`config.mk`:
```
export PLATFORM = sky130hd
export DESIGN_NAME = periodic_task_timer_table
export DESIGN_NICKNAME = d
export VERILOG_FILES = /design/src/rtl/pttt_pkg.sv /design/src/rtl/pttt_cell.sv /design/src/rtl/pttt_head.sv /design/src/rtl/periodic_task_timer_table.sv
export SDC_FILE = /design/constraint.sdc
export NUM_CORES = 1
export LEC_CHECK = 0
export BUFFER_PORTS_ARGS = -buffer_cell sky130_fd_sc_hd__buf_4
export CAP_MARGIN = 20
export CORE_ASPECT_RATIO = 0.5
export CORE_MARGIN = 3
export CORE_UTILIZATION = 25
export DETAILED_ROUTE_END_ITERATION = 7
export SKIP_CTS_REPAIR_TIMING = 1
export SYNTH_ARGS = -nofsm -noshare
export SYNTH_HDL_FRONTEND = slang
export SYNTH_SLANG_ARGS = --single-unit
export TNS_END_PERCENT = 1
```
`constraint.sdc`:
```
create_clock -name clock -period 26.5 [get_ports clock]
set_clock_uncertainty 0.1 [all_clocks]
set_input_delay 5.3 -clock clock [delete_from_list [all_inputs] [get_ports clock]]
set_output_delay 5.3 -clock clock [all_outputs]
set_load 0.02 [all_outputs]
```
`src/rtl/pttt_pkg.sv`:
```
// ----------------------------------------------------------------------------
// pttt_pkg
// Shared types and constants of the periodic task timer table.
// ----------------------------------------------------------------------------
package pttt_pkg;

   localparam int ENTRIES   = 16;
   localparam int ID_BITS   = 16;
   localparam int TIME_BITS = 16;
   localparam int IDX_BITS  = (ENTRIES > 1) ? $clog2(ENTRIES) : 1;
   localparam int CNT_BITS  = $clog2(ENTRIES + 1);

   localparam logic [2:0] OP_SET      = 3'd0;
   localparam logic [2:0] OP_CLEAR    = 3'd1;
   localparam logic [2:0] OP_TICK     = 3'd2;
   localparam logic [2:0] OP_DISPATCH = 3'd3;
   localparam logic [2:0] OP_COMPLETE = 3'd4;
   localparam logic [2:0] OP_DEAD     = 3'd5;

   localparam logic [2:0] STAT_WAIT    = 3'd0;
   localparam logic [2:0] STAT_READY   = 3'd1;
   localparam logic [2:0] STAT_RUNNING = 3'd2;
   localparam logic [2:0] STAT_DONE    = 3'd3;
   localparam logic [2:0] STAT_DEAD    = 3'd4;

   localparam logic [1:0] SC_FULL      = 2'd0;
   localparam logic [1:0] SC_REWRITTEN = 2'd1;
   localparam logic [1:0] SC_ADDED     = 2'd2;
   localparam logic [1:0] SC_REFUSED   = 2'd3;

   typedef struct packed {
      logic [2:0]  req_type;
      logic [15:0] task_id;
      logic [15:0] start_delay;
      logic [15:0] run_period;
   } req_item_type;

   typedef struct packed {
      logic [1:0]  set_code;
      logic        found;
      logic [15:0] run_task;
      logic        run_once_removed;
      logic [4:0]  task_count;
   } rsp_item_type;

   typedef struct packed {
      logic [ID_BITS-1:0]   task_id;
      logic [TIME_BITS-1:0] delay;
      logic [TIME_BITS-1:0] period;
      logic [2:0]           status;
   } entry_type;

   typedef struct packed {
      logic [2:0]           op;
      logic [ID_BITS-1:0]   id;
      logic [TIME_BITS-1:0] dly;
      logic [TIME_BITS-1:0] per;
      logic                 live;
      logic                 at_append;
      logic                 hit;
   } head_ctl_type;

   typedef struct packed {
      logic       first;
      logic [1:0] code;
      logic       append;
      logic       remove;
   } head_evt_type;

endpackage

```
`src/rtl/pttt_cell.sv`:
```
// ----------------------------------------------------------------------------
// pttt_cell
// One slot of the rotating entry ring; takes its neighbor's entry on shift.
// ----------------------------------------------------------------------------
module pttt_cell (
   input  logic               clock,
   input  logic               shift,
   input  pttt_pkg::entry_type entry_in,
   output pttt_pkg::entry_type entry_out
);
   import pttt_pkg::*;

   entry_type entry_ff;
   entry_type entry_in_d;

   always_comb begin
      entry_in_d = shift ? entry_in : entry_ff;
   end

   always_ff @(posedge clock) begin
      entry_ff <= entry_in_d;
   end

   assign entry_out = entry_ff;

endmodule

```
`src/rtl/pttt_head.sv`:
```
// ----------------------------------------------------------------------------
// pttt_head
// Applies the current request to the one entry passing the head of the ring.
// ----------------------------------------------------------------------------
module pttt_head (
   input  pttt_pkg::head_ctl_type ctl,
   input  pttt_pkg::entry_type    entry_in,
   output pttt_pkg::entry_type    entry_out,
   output pttt_pkg::head_evt_type evt
);
   import pttt_pkg::*;

   logic is_match;

   always_comb begin
      entry_out = entry_in;
      evt       = '0;
      is_match  = ctl.live && !ctl.hit && (entry_in.task_id == ctl.id);
      case (ctl.op)
         OP_SET: begin
            if (is_match) begin
               evt.first = 1'b1;
               if (entry_in.status == STAT_DEAD) begin
                  evt.code = SC_REFUSED;
               end else begin
                  entry_out.delay  = ctl.dly;
                  entry_out.period = ctl.per;
                  entry_out.status = STAT_WAIT;
                  evt.code         = SC_REWRITTEN;
               end
            end else if (ctl.at_append && !ctl.hit) begin
               entry_out.task_id = ctl.id;
               entry_out.delay   = ctl.dly;
               entry_out.period  = ctl.per;
               entry_out.status  = STAT_WAIT;
               evt.first         = 1'b1;
               evt.append        = 1'b1;
               evt.code          = SC_ADDED;
            end
         end
         OP_CLEAR: begin
            if (is_match) begin
               evt.first  = 1'b1;
               evt.remove = 1'b1;
            end
         end
         OP_TICK: begin
            if (ctl.live && (entry_in.status == STAT_WAIT || entry_in.status == STAT_DONE))
            begin
               if (entry_in.delay != '0) begin
                  entry_out.delay = entry_in.delay - TIME_BITS'(1);
               end else begin
                  entry_out.status = STAT_READY;
               end
            end
         end
         OP_DISPATCH: begin
            if (ctl.live && !ctl.hit && entry_in.status == STAT_READY) begin
               evt.first = 1'b1;
               if (entry_in.period == '0) begin
                  evt.remove = 1'b1;
               end else begin
                  entry_out.delay  = entry_in.period;
                  entry_out.status = STAT_RUNNING;
               end
            end
         end
         OP_COMPLETE: begin
            if (is_match) begin
               evt.first = 1'b1;
               if (entry_in.status == STAT_RUNNING) begin
                  entry_out.status = STAT_DONE;
               end
            end
         end
         OP_DEAD: begin
            if (is_match) begin
               evt.first        = 1'b1;
               entry_out.status = STAT_DEAD;
            end
         end
         default: begin
            entry_out = entry_in;
         end
      endcase
   end

endmodule

```
`src/rtl/periodic_task_timer_table.sv`:
```
// ----------------------------------------------------------------------------
// periodic_task_timer_table
// Task timer table held in a ring of cells that rotates one or two laps per request.
// ----------------------------------------------------------------------------
// A request turns the ring one full lap, and a clear or a dispatch that removes
// an entry turns it a second lap to move the last entry into the hole. A new
// request is taken only once the result of the last one has been registered,
// so a stalled result also holds off the next request.
// Reset clears the entry count and the control; entry contents are not cleared.
module periodic_task_timer_table (
   input  logic                   clock,
   input  logic                   reset,
   input  logic                   req_valid,
   output logic                   req_stall,
   input  pttt_pkg::req_item_type req_item,
   output logic                   rsp_valid,
   input  logic                   rsp_stall,
   output pttt_pkg::rsp_item_type rsp_item
);
   import pttt_pkg::*;

   localparam logic [1:0] S_IDLE  = 2'd0;
   localparam logic [1:0] S_PASS1 = 2'd1;
   localparam logic [1:0] S_PASS2 = 2'd2;
   localparam logic [1:0] S_DONE  = 2'd3;

   logic [1:0]          state_ff, state_in;
   logic [IDX_BITS-1:0] k_ff, k_in;
   logic [CNT_BITS-1:0] used_ff, used_in;
   logic [IDX_BITS-1:0] idx_ff, idx_in;
   logic                hit_ff, hit_in;
   logic                remove_ff, remove_in;
   logic [1:0]          code_ff, code_in;
   logic [ID_BITS-1:0]  run_ff, run_in;
   entry_type           hold_ff, hold_in;
   req_item_type        req_ff, req_in;
   logic                rsp_valid_ff, rsp_valid_in;
   rsp_item_type        rsp_item_ff, rsp_item_in;

   entry_type    cell_q [ENTRIES];
   entry_type    ring_in;
   entry_type    head_out;
   head_ctl_type ctl;
   head_evt_type evt;
   logic         shift;
   logic         lap_end;
   logic         at_last;

   assign shift   = (state_ff == S_PASS1) || (state_ff == S_PASS2);
   assign lap_end = (k_ff == IDX_BITS'(ENTRIES - 1));
   assign at_last = ctl.live && ((CNT_BITS'(k_ff) + CNT_BITS'(1)) == used_ff);

   always_comb begin
      ctl.op        = req_ff.req_type;
      ctl.id        = ID_BITS'(req_ff.task_id);
      ctl.dly       = TIME_BITS'(req_ff.start_delay);
      ctl.per       = TIME_BITS'(req_ff.run_period);
      ctl.live      = CNT_BITS'(k_ff) < used_ff;
      ctl.at_append = CNT_BITS'(k_ff) == used_ff;
      ctl.hit       = hit_ff;
   end

   pttt_head u_head (
      .ctl       (ctl),
      .entry_in  (cell_q[0]),
      .entry_out (head_out),
      .evt       (evt)
   );

   always_comb begin
      if (state_ff == S_PASS2) begin
         ring_in = (k_ff == idx_ff) ? hold_ff : cell_q[0];
      end else begin
         ring_in = head_out;
      end
   end

   for (genvar j = 0; j < ENTRIES; j++) begin : g_cell
      entry_type nb;
      if (j == ENTRIES - 1) begin : g_tail
         assign nb = ring_in;
      end else begin : g_mid
         assign nb = cell_q[j + 1];
      end
      pttt_cell u_cell (
         .clock     (clock),
         .shift     (shift),
         .entry_in  (nb),
         .entry_out (cell_q[j])
      );
   end

   always_comb begin
      state_in     = state_ff;
      k_in         = k_ff;
      used_in      = used_ff;
      idx_in       = idx_ff;
      hit_in       = hit_ff;
      remove_in    = remove_ff;
      code_in      = code_ff;
      run_in       = run_ff;
      hold_in      = hold_ff;
      req_in       = req_ff;
      rsp_valid_in = rsp_valid_ff && rsp_stall;
      rsp_item_in  = rsp_item_ff;
      case (state_ff)
         S_IDLE: begin
            if (req_valid) begin
               req_in    = req_item;
               k_in      = '0;
               hit_in    = 1'b0;
               remove_in = 1'b0;
               code_in   = SC_FULL;
               run_in    = '0;
               state_in  = S_PASS1;
            end
         end
         S_PASS1: begin
            if (evt.first) begin
               hit_in  = 1'b1;
               idx_in  = k_ff;
               code_in = evt.code;
               if (req_ff.req_type == OP_DISPATCH) begin
                  run_in = cell_q[0].task_id;
               end
            end
            if (evt.remove) begin
               remove_in = 1'b1;
            end
            if (at_last) begin
               hold_in = cell_q[0];
            end
            if (evt.append) begin
               used_in = used_ff + CNT_BITS'(1);
            end
            if (lap_end) begin
               k_in     = '0;
               state_in = (remove_ff || evt.remove) ? S_PASS2 : S_DONE;
            end else begin
               k_in = k_ff + IDX_BITS'(1);
            end
         end
         S_PASS2: begin
            if (lap_end) begin
               k_in     = '0;
               used_in  = used_ff - CNT_BITS'(1);
               state_in = S_DONE;
            end else begin
               k_in = k_ff + IDX_BITS'(1);
            end
         end
         S_DONE: begin
            if (!rsp_valid_ff || !rsp_stall) begin
               rsp_valid_in                 = 1'b1;
               rsp_item_in.set_code         = (req_ff.req_type == OP_SET) ? code_ff : SC_FULL;
               rsp_item_in.found            = hit_ff && (req_ff.req_type != OP_SET);
               rsp_item_in.run_task         = 16'(run_ff);
               rsp_item_in.run_once_removed = remove_ff && (req_ff.req_type == OP_DISPATCH);
               rsp_item_in.task_count       = 5'(used_ff);
               state_in                     = S_IDLE;
            end
         end
         default: begin
            state_in = S_IDLE;
         end
      endcase
   end

   always_ff @(posedge clock) begin
      if (reset) begin
         state_ff     <= S_IDLE;
         k_ff         <= '0;
         used_ff      <= '0;
         hit_ff       <= 1'b0;
         remove_ff    <= 1'b0;
         rsp_valid_ff <= 1'b0;
      end else begin
         state_ff     <= state_in;
         k_ff         <= k_in;
         used_ff      <= used_in;
         hit_ff       <= hit_in;
         remove_ff    <= remove_in;
         rsp_valid_ff <= rsp_valid_in;
      end
   end

   always_ff @(posedge clock) begin
      idx_ff      <= idx_in;
      code_ff     <= code_in;
      run_ff      <= run_in;
      hold_ff     <= hold_in;
      req_ff      <= req_in;
      rsp_item_ff <= rsp_item_in;
   end

   assign req_stall = (state_ff != S_IDLE);
   assign rsp_valid = rsp_valid_ff;
   assign rsp_item  = rsp_item_ff;

endmodule

```
### Word level (Yosys, flattened, before mapping)

Cells that the tools add are included.

| storage, ports and cells | value |
|---|---|
| bits in registers | 979 |
| latch bits | 0 |
| RAM bits | 0 |
| memory bits (read-only) | 0 |
| output and inout bits | 27 |
| logic and storage cells | 213 |
| memories kept | 0 |

| cells by class | value |
|---|---|
| add/sub/neg operators | 5 |
| multipliers | 0 |
| divide/modulo/power cells | 0 |
| $lt $le $gt $ge | 1 |
| eq/ne operators | 25 |
| shifts and indexed selects | 0 |
| multiplexer cells | 58 |
| bitwise gates (word level) | 0 |
| reductions and logical operators | 38 |

Operators with widths:

| operator | count |
|---|---|
| $mux 16 | 10 |
| $mux 51 | 3 |
| $mux 35 | 2 |
| $pmux 16 s3 | 1 |
| $pmux 16 s2 | 1 |
| $mux 3 | 9 |
| $eq 16x16->1 | 1 |
| $logic_not 16->1 | 1 |
| $reduce_bool 16->1 | 1 |
| $sub 16x1->16 const B | 1 |
| $pmux 3 s5 | 1 |
| $mux 2 | 7 |
| $ne 2x2->1 const B | 7 |
| $eq 3x2->1 const B | 4 |
| $mux 4 | 3 |
| $mux 1 | 11 |
| $mux 5 | 2 |
| $pmux 5 s2 | 1 |
| $reduce_and 2->1 | 5 |
| $eq 3x3->1 const B | 3 |
| $logic_and 1x1->1 | 9 |
| $reduce_and 3->1 | 3 |
| $pmux 2 s4 | 1 |
| $pmux 4 s2 | 1 |
| other kinds (25) | 39 |

### Longest topological paths before layout

Gate-level depths: netlist of the first run.

| depth | value |
|---|---|
| depth in word-level cells | 9 |
| mapped depth | 12 |
| gate-level depth less buffers | 10 |

### Modules after synthesis

From an unflattened synthesis of the first run, not the netlist that was laid out.

| unflattened totals | value |
|---|---|
| cells, all modules | 1607 |
| area total of the unflattened synthesis | 33183.1 um^2 |

By module, submodules not included:

| module | instances | cells each | area each (um^2) |
|---|---|---|---|
| pttt_cell | 16 | 51 | 1531.5 |
| periodic_task_timer_table | 1 | 483 | 6850.3 |
| pttt_head | 1 | 308 | 1829.3 |

### Least setup slack after synthesis of the first run

No wires, ideal clock.

| timing path | value |
|---|---|
| path type | register to register |
| start point | register state_ff[0] |
| end point | register k_ff[2] |
| library setup time | 185 ps |
| data arrival time | 21238 ps |
| data required time | 26215 ps |
| path slack | 4976 ps |
| cell stages (with the launch flop) | 6 |
| buffers on the path | 0 |
| clock period less this slack | 21524 ps |
| path through | dfxtp_1 -> inv_1 -> ha_1 -> o21ai_0 -> a22oi_1 -> nor2_1 |

| between the ends | value |
|---|---|
| cells in the longest elaborated chain, start to end | 4 |
| elaborated cells on any way between the ends | 8 |
| classes of those cells | eq/ne: 3; mux: 1; reduce/logical: 4 |

RTL lines:

| what | RTL line | source |
|---|---|---|
| from (decl) | periodic_task_timer_table.sv:27 | `logic [1:0] state_ff, state_in;` |
| from (signal assigned) | periodic_task_timer_table.sv:178 | `state_ff <= state_in;` |
| $eq 2x1->1 or $eq 2x2->1 (tied branches) | periodic_task_timer_table.sv:106 | `case (state_ff)` |
| $reduce_or 2->1 (no source line) | n/a |  |
| $reduce_bool 2->1 (no source line) | n/a |  |
| $reduce_and 2->1 (no source line) | n/a |  |
| to (signal assigned) | periodic_task_timer_table.sv:179 | `k_ff <= k_in;` |
| to (decl) | periodic_task_timer_table.sv:28 | `logic [IDX_BITS-1:0] k_ff, k_in;` |

Parallel ways exist; a longest one is shown, timed or not.
A chain may end at the register's enable or synchronous reset.

### Worst setup path in the final report of the first run

| timing path | value |
|---|---|
| start point | register state_ff[0] |
| end point | output port req_stall |

| between the ends | value |
|---|---|
| cells in the longest elaborated chain, start to end | 1 |

RTL lines:

| what | RTL line | source |
|---|---|---|
| $reduce_bool 2->1 | periodic_task_timer_table.sv:196 | `assign req_stall = (state_ff != S_IDLE);` |
| to (decl) | periodic_task_timer_table.sv:14 | `output logic req_stall,` |

No other way between the ends.

==> results of run 1 <==
flip-flops by register name, indices dropped and copies added (netlist names), 2 cells and up:
signal and flops:
rsp_item 25, ctl 51, run_ff 16, g_cell.u_cell.entry_out 816, code_ff 2, k_ff 4, idx_ff 4, used_ff 5
hold_ff 51, state_ff 2
power by group:
part	internal, mW	switching [mW]
registers	2.91	0.271
logic	0.172	0.591
clock network	0.793	0.549
cells in the mapped netlist, types with 3 or more instances:
library cell | number | area [sq um]
ha_1 | 13 | 163
o31ai_1 | 3 | 22.5
a21oi_1 | 41 | 205
clkbuf_1 | 29 | 109
nand4_1 | 6 | 37.5
buf_6 | 4 | 45.0
edfxtp_1 | 965 | 29000
nor4_1 | 13 | 81.3
xor2_1 | 23 | 201
or3_1 | 3 | 18.8
a22oi_1 | 15 | 113
nand2b_1 | 6 | 37.5
nor3_1 | 13 | 65.1
mux2i_1 | 114 | 1140
nor2b_1 | 10 | 62.6
mux2_2 | 3 | 33.8
a2bb2oi_1 | 3 | 26.3
nand2_1 | 26 | 97.6
and2_1 | 21 | 131
a31oi_1 | 4 | 25.0
dfxtp_1 | 14 | 280
a211oi_1 | 6 | 45.0
o21ai_0 | 24 | 120
xnor2_1 | 6 | 52.6
a211oi_2 | 3 | 37.5
nand3_1 | 8 | 40.0
nor3b_1 | 3 | 22.5
inv_1 | 18 | 67.6
a32oi_1 | 3 | 26.3
a221oi_1 | 3 | 26.3
nor2_1 | 40 | 150
per-layer routing:
layer / part of all wire [%] / vias up
met2: 47 / 249
met1: 46 / 6857
met4: 2.6 / 2
met3: 4.0 / 106
li1: - / 6233
met5: 0.033 / -
critical path, cell delays in order, from the launching register on:
cell and delay (ns):
dfxtp_1 0.44, inv_1 0.16, ha_4 0.22, inv_1 0.06, buf_4 0.13
cell type report:
cell class	instances	area [sq um]
antenna	4	10.0
sequential	979	29300
timing repair buffer	101	816
clock inverter	58	744
clock buffer	108	2380
tap	1757	2200
fill	12500	90800
multi-input combinational	450	3390
inverter	19	71.3
path summary, 6_finish.rpt:
path / from / end / depth (start not counted)
worst max-delay path: state_ff[0] / req_stall / 4
worst min-delay path: g_cell[2].u_cell.entry_out[0] / g_cell[1].u_cell.entry_out[0] / 0
worst min register to register: g_cell[2].u_cell.entry_out[0] / g_cell[1].u_cell.entry_out[0] / 0
worst max register to register: state_ff[0] / g_cell[11].u_cell.entry_out[27] / 4
kinds of logic after synthesis:
family | Yosys count | share of synthesized area [%]
AOI/OAI and AO/OA | 127 | 2.62
xor gates and xnor gates | 29 | 0.773
adders and majority gates | 14 | 0.556
buffers and inverters | 56 | 0.788
DFF | 979 | 89.0
muxes | 117 | 3.57
and+or+nand+nor | 163 | 2.67
==> flow_summary.json, run 1 <==
{
  "ys_seq_elements": 979,
  "drt_pass1_iterations": 7,
  "die_y_microns": 262,
  "start_kind": "flop",
  "final_area_sq_mm": 0.0389,
  "fin_crit_ns": 7.05,
  "ys_seq_area_share_pct": 89.0,
  "first_iter_violations": 1439,
  "peakVddDrop_uv": 128,
  "layout-drive-gt1-share_pct": 14.9,
  "synth_edf_count": 965,
  "ant_nets": 0,
  "synth_cell_types": 62,
  "cap_violations": 0,
  "place_inst": 3304,
  "wl_per_cell_microns": 15.0,
  "instances_no_fill": 3476,
  "grt_use_met1_pct": 10.1,
  "routed_wl_microns": 52200,
  "finalHoldViolCount": 0,
  "finalCoreUtilization_pct": 30.0,
  "synth_ff_type": "edfxtp_1",
  "worst_slack_ns": 19.45,
  "grt_pass1_wl_microns": 80300,
  "pwr_density_cell_mw_per_mm2": 136,
  "synth-async-reset-ratio_pct": 0,
  "viasPerCell": 3.87,
  "dieArea_sq_mm": 0.136,
  "port_buffers": 81,
  "clock_sinks": 979,
  "dp_slack_ns": 19.78,
  "synthCells": 1485,
  "cp.arrival_ns": 1.65,
  "synth_area_sq_mm": 0.0329,
  "fmax_mhz": 142,
  "antenna_found_initial": 8,
  "status": "finished clean",
  "worst-r2r-setup-slack_ns": 22.52,
  "final_common_cell": "edfxtp_1",
  "crit_path_end_kind": "output port",
  "worstHoldPathType": "reg -> reg",
  "syn_avg_cell_area_sq_um": 22.1,
  "setup_viol": 0,
  "worstPathMaxFanout": 6,
  "slew_viol_final": 0,
  "tritoncts": "built",
  "ys_warn_count": 0,
  "start_util_pct": 25.4,
  "placement_rows": 93,
  "grt_busiest_layer": "met2",
  "met2_usage_pct": 11.8,
  "clk_pin_slew_worst_paths_ns": 0.06,
  "worstMarginPinSlew_ns": 1.33,
  "relSlewSlack_pct": 11.5,
  "clock_latency_ns": 0.65,
  "die_x_microns": 519,
  "cellLeakagePower_nw": 12.5,
  "root_buffer": "clkbuf_16",
  "clockBufferDepth": 3,
  "p_total_mw": 5.29,
  "dpl_cell_area_sq_mm": 0.0357,
  "grt.overflow.total": 0,
  "mostFrequentLayoutCells": "edfxtp_1, mux2i_1, buf_4, clkbuf_16, a21oi_1",
  "drc": 0,
  "synth_nets": 1554,
  "area_delta_synth_final_pct": 18.3,
  "whs_ns": 0.287,
  "use_met3_pct": 1.52,
  "io_pins": 82,
  "grt_setup_unrepaired": "false",
  "dpl.hpwl_microns": 30500,
  "grtUsageTotal_pct": 7.51,
  "fin_nets": 1711,
  "finalCritPeriodShare_pct": 26.6,
  "gp_congestion": 0.798,
  "critPathKind": "reg -> out",
  "vias": 13400,
  "htree_levels": 3,
  "grt_max_degree": 230,
  "cts_buffers": 91,
  "setup-tns-final_ns": 0,
  "critPathRequiredTime_ns": 21.10,
  "grt_pass1_vias": 13400,
  "core_sq_mm": 0.130
}
(Power assumes the default switching activity.)
==> run 2, diff against run 1 <==
Clock period 26.5 ns to 5.88 ns, I/O delays scaled along.
==> flow_summary.json, run 2 (synthesis gave the netlist of run 1 again) <==
{
  "critPathKind": "reg -> reg",
  "p_total_mw": 23.7,
  "root_buffer": "clkbuf_16",
  "fin_nets": 1713,
  "area_delta_synth_final_pct": 18.2,
  "worstHoldPathType": "reg -> reg",
  "grtUsageTotal_pct": 7.47,
  "critPathRequiredTime_ns": 6.14,
  "final_area_sq_mm": 0.0388,
  "setup-tns-final_ns": 0,
  "place_inst": 3308,
  "crit_chain": "xor2_1 > nor4_1 > nand4_1 > or2_0 > o311a_2 > buf_4 > a221oi_1 > a22oi_1",
  "final_common_cell": "edfxtp_1",
  "grt_pass1_wl_microns": 80500,
  "finalCritPeriodShare_pct": 60.9,
  "routed_wl_microns": 52200,
  "crit_buf_inv": 1,
  "die_x_microns": 519,
  "relSlewSlack_pct": 26.9,
  "crit_family": "simple AND/OR/NAND/NOR gates",
  "cellLeakagePower_nw": 12.4,
  "port_buffers": 81,
  "dpl.hpwl_microns": 30300,
  "crit_path_end_kind": "flop",
  "die_y_microns": 262,
  "dpl_cell_area_sq_mm": 0.0357,
  "clk_pin_slew_worst_paths_ns": 0.06,
  "core_sq_mm": 0.130,
  "whs_path_depth": 0,
  "worstPathMaxFanout": 33,
  "wl_per_cell_microns": 15.0,
  "grt_max_degree": 185,
  "pwr_density_cell_mw_per_mm2": 611,
  "drt_pass1_iterations": 4,
  "htree_levels": 3,
  "crit_cells": 8,
  "placement_rows": 93,
  "setup_viol": 0,
  "finalCoreUtilization_pct": 30.0,
  "worst-r2r-setup-slack_ns": 2.30,
  "drc": 0,
  "clock_latency_ns": 0.65,
  "fin_crit_ns": 3.58,
  "cap_violations": 0,
  "worstMarginPinSlew_ns": 1.09,
  "min_from": "g_cell[9].u_cell.entry_out[28]",
  "cp.arrival_ns": 3.85,
  "critPathMaxStageDelay_ns": 0.49,
  "peakVddDrop_uv": 609,
  "start_util_pct": 25.4,
  "reg2reg_from": "g_cell[0].u_cell.entry_out[38]",
  "tritoncts": "built",
  "grt.overflow.total": 0,
  "viasPerCell": 3.86,
  "slowest_stage": "nor4_1",
  "layout-drive-gt1-share_pct": 15.5,
  "start_kind": "flop",
  "io_pins": 82,
  "mostFrequentLayoutCells": "edfxtp_1, mux2i_1, buf_4, clkbuf_16, a21oi_1",
  "grt_setup_unrepaired": "false",
  "crit_start": "g_cell[0].u_cell.entry_out[38]",
  "min_delay_worst_endpoint": "g_cell[8].u_cell.entry_out[28]",
  "vias": 13400,
  "largest_register_ffs": 816,
  "dieArea_sq_mm": 0.136,
  "ant_nets": 0,
  "fmax_mhz": 279,
  "first_iter_violations": 1219,
  "grt_pass1_vias": 13400,
  "clock_sinks": 979,
  "cts_buffers": 91,
  "instances_no_fill": 3478,
  "slew_viol_final": 0,
  "r2r_cells": 8,
  "finalHoldViolCount": 0,
  "status": "finished clean",
  "gp_congestion": 0.777,
  "clockBufferDepth": 3,
  "critical_path.reg2reg.endpoint": "g_cell[15].u_cell.entry_out[27]",
  "antenna_found_initial": 6
}
==> run 2: worst max path at each step <==
stage / slack [ns] / endpoint
2_1_floorplan: -1.71 / k_ff[2]
3_3_place_gp: 2.36 / g_cell[15].u_cell.entry_out[27]
3_5_place_dp: 2.38 / g_cell[15].u_cell.entry_out[27]
4_1_cts: 2.36 / g_cell[15].u_cell.entry_out[20]
5_1_grt: 2.14 / g_cell[15].u_cell.entry_out[27]
6_report: 2.30 / g_cell[15].u_cell.entry_out[27]
==> run 2: power breakdown <==
group | internal [mW] | switching [mW]
Clock | 3.42 | 2.55
Sequential | 13.1 | 1.25
Combinational | 0.790 | 2.61
Total | 17.3 | 6.40
==> run 2: worst register-to-register path, delay by kind of cell, from the launching register on <==
kind,cells,cell delay (ns)
and+or+nand+nor,3,1.33
AOI/OAI and AO/OA,3,0.94
DFF,1,0.45
buffers and inverters,1,0.31
xor gates and xnor gates,1,0.17
==> run 2: cell type report <==
class	instances	area (sq um)
fillers	12500	90800
diodes	3	7.51
well taps	1757	2200
flip-flops and latches	979	29300
clock inverters	63	768
clock buffers	104	2330
inverters	19	71.3
multi-input cells	450	3390
repair buffers	103	811
==> run 2: per-layer routing <==
layer | routed length, microns | track usage (%) | vias to the layer above | part of all wire [%]
met5 | 0 | 0 | - | 0
met4 | 2070 | 3.49 | 0 | 4.0
met3 | 1820 | 1.26 | 112 | 3.5
met2 | 24000 | 11.3 | 271 | 46
met1 | 24200 | 10.5 | 6819 | 46
li1 | - | - | 6238 | -
==> run 2: metrics by stage <==
stage | hold WS (ns) | setup WS [ns]
floorplan | 0.300 | -1.71
global placement | 0.300 | 2.36
detailed placement | 0.305 | 2.38
CTS | 0.290 | 2.36
global route | 0.300 | 2.14
finish | 0.288 | 2.30
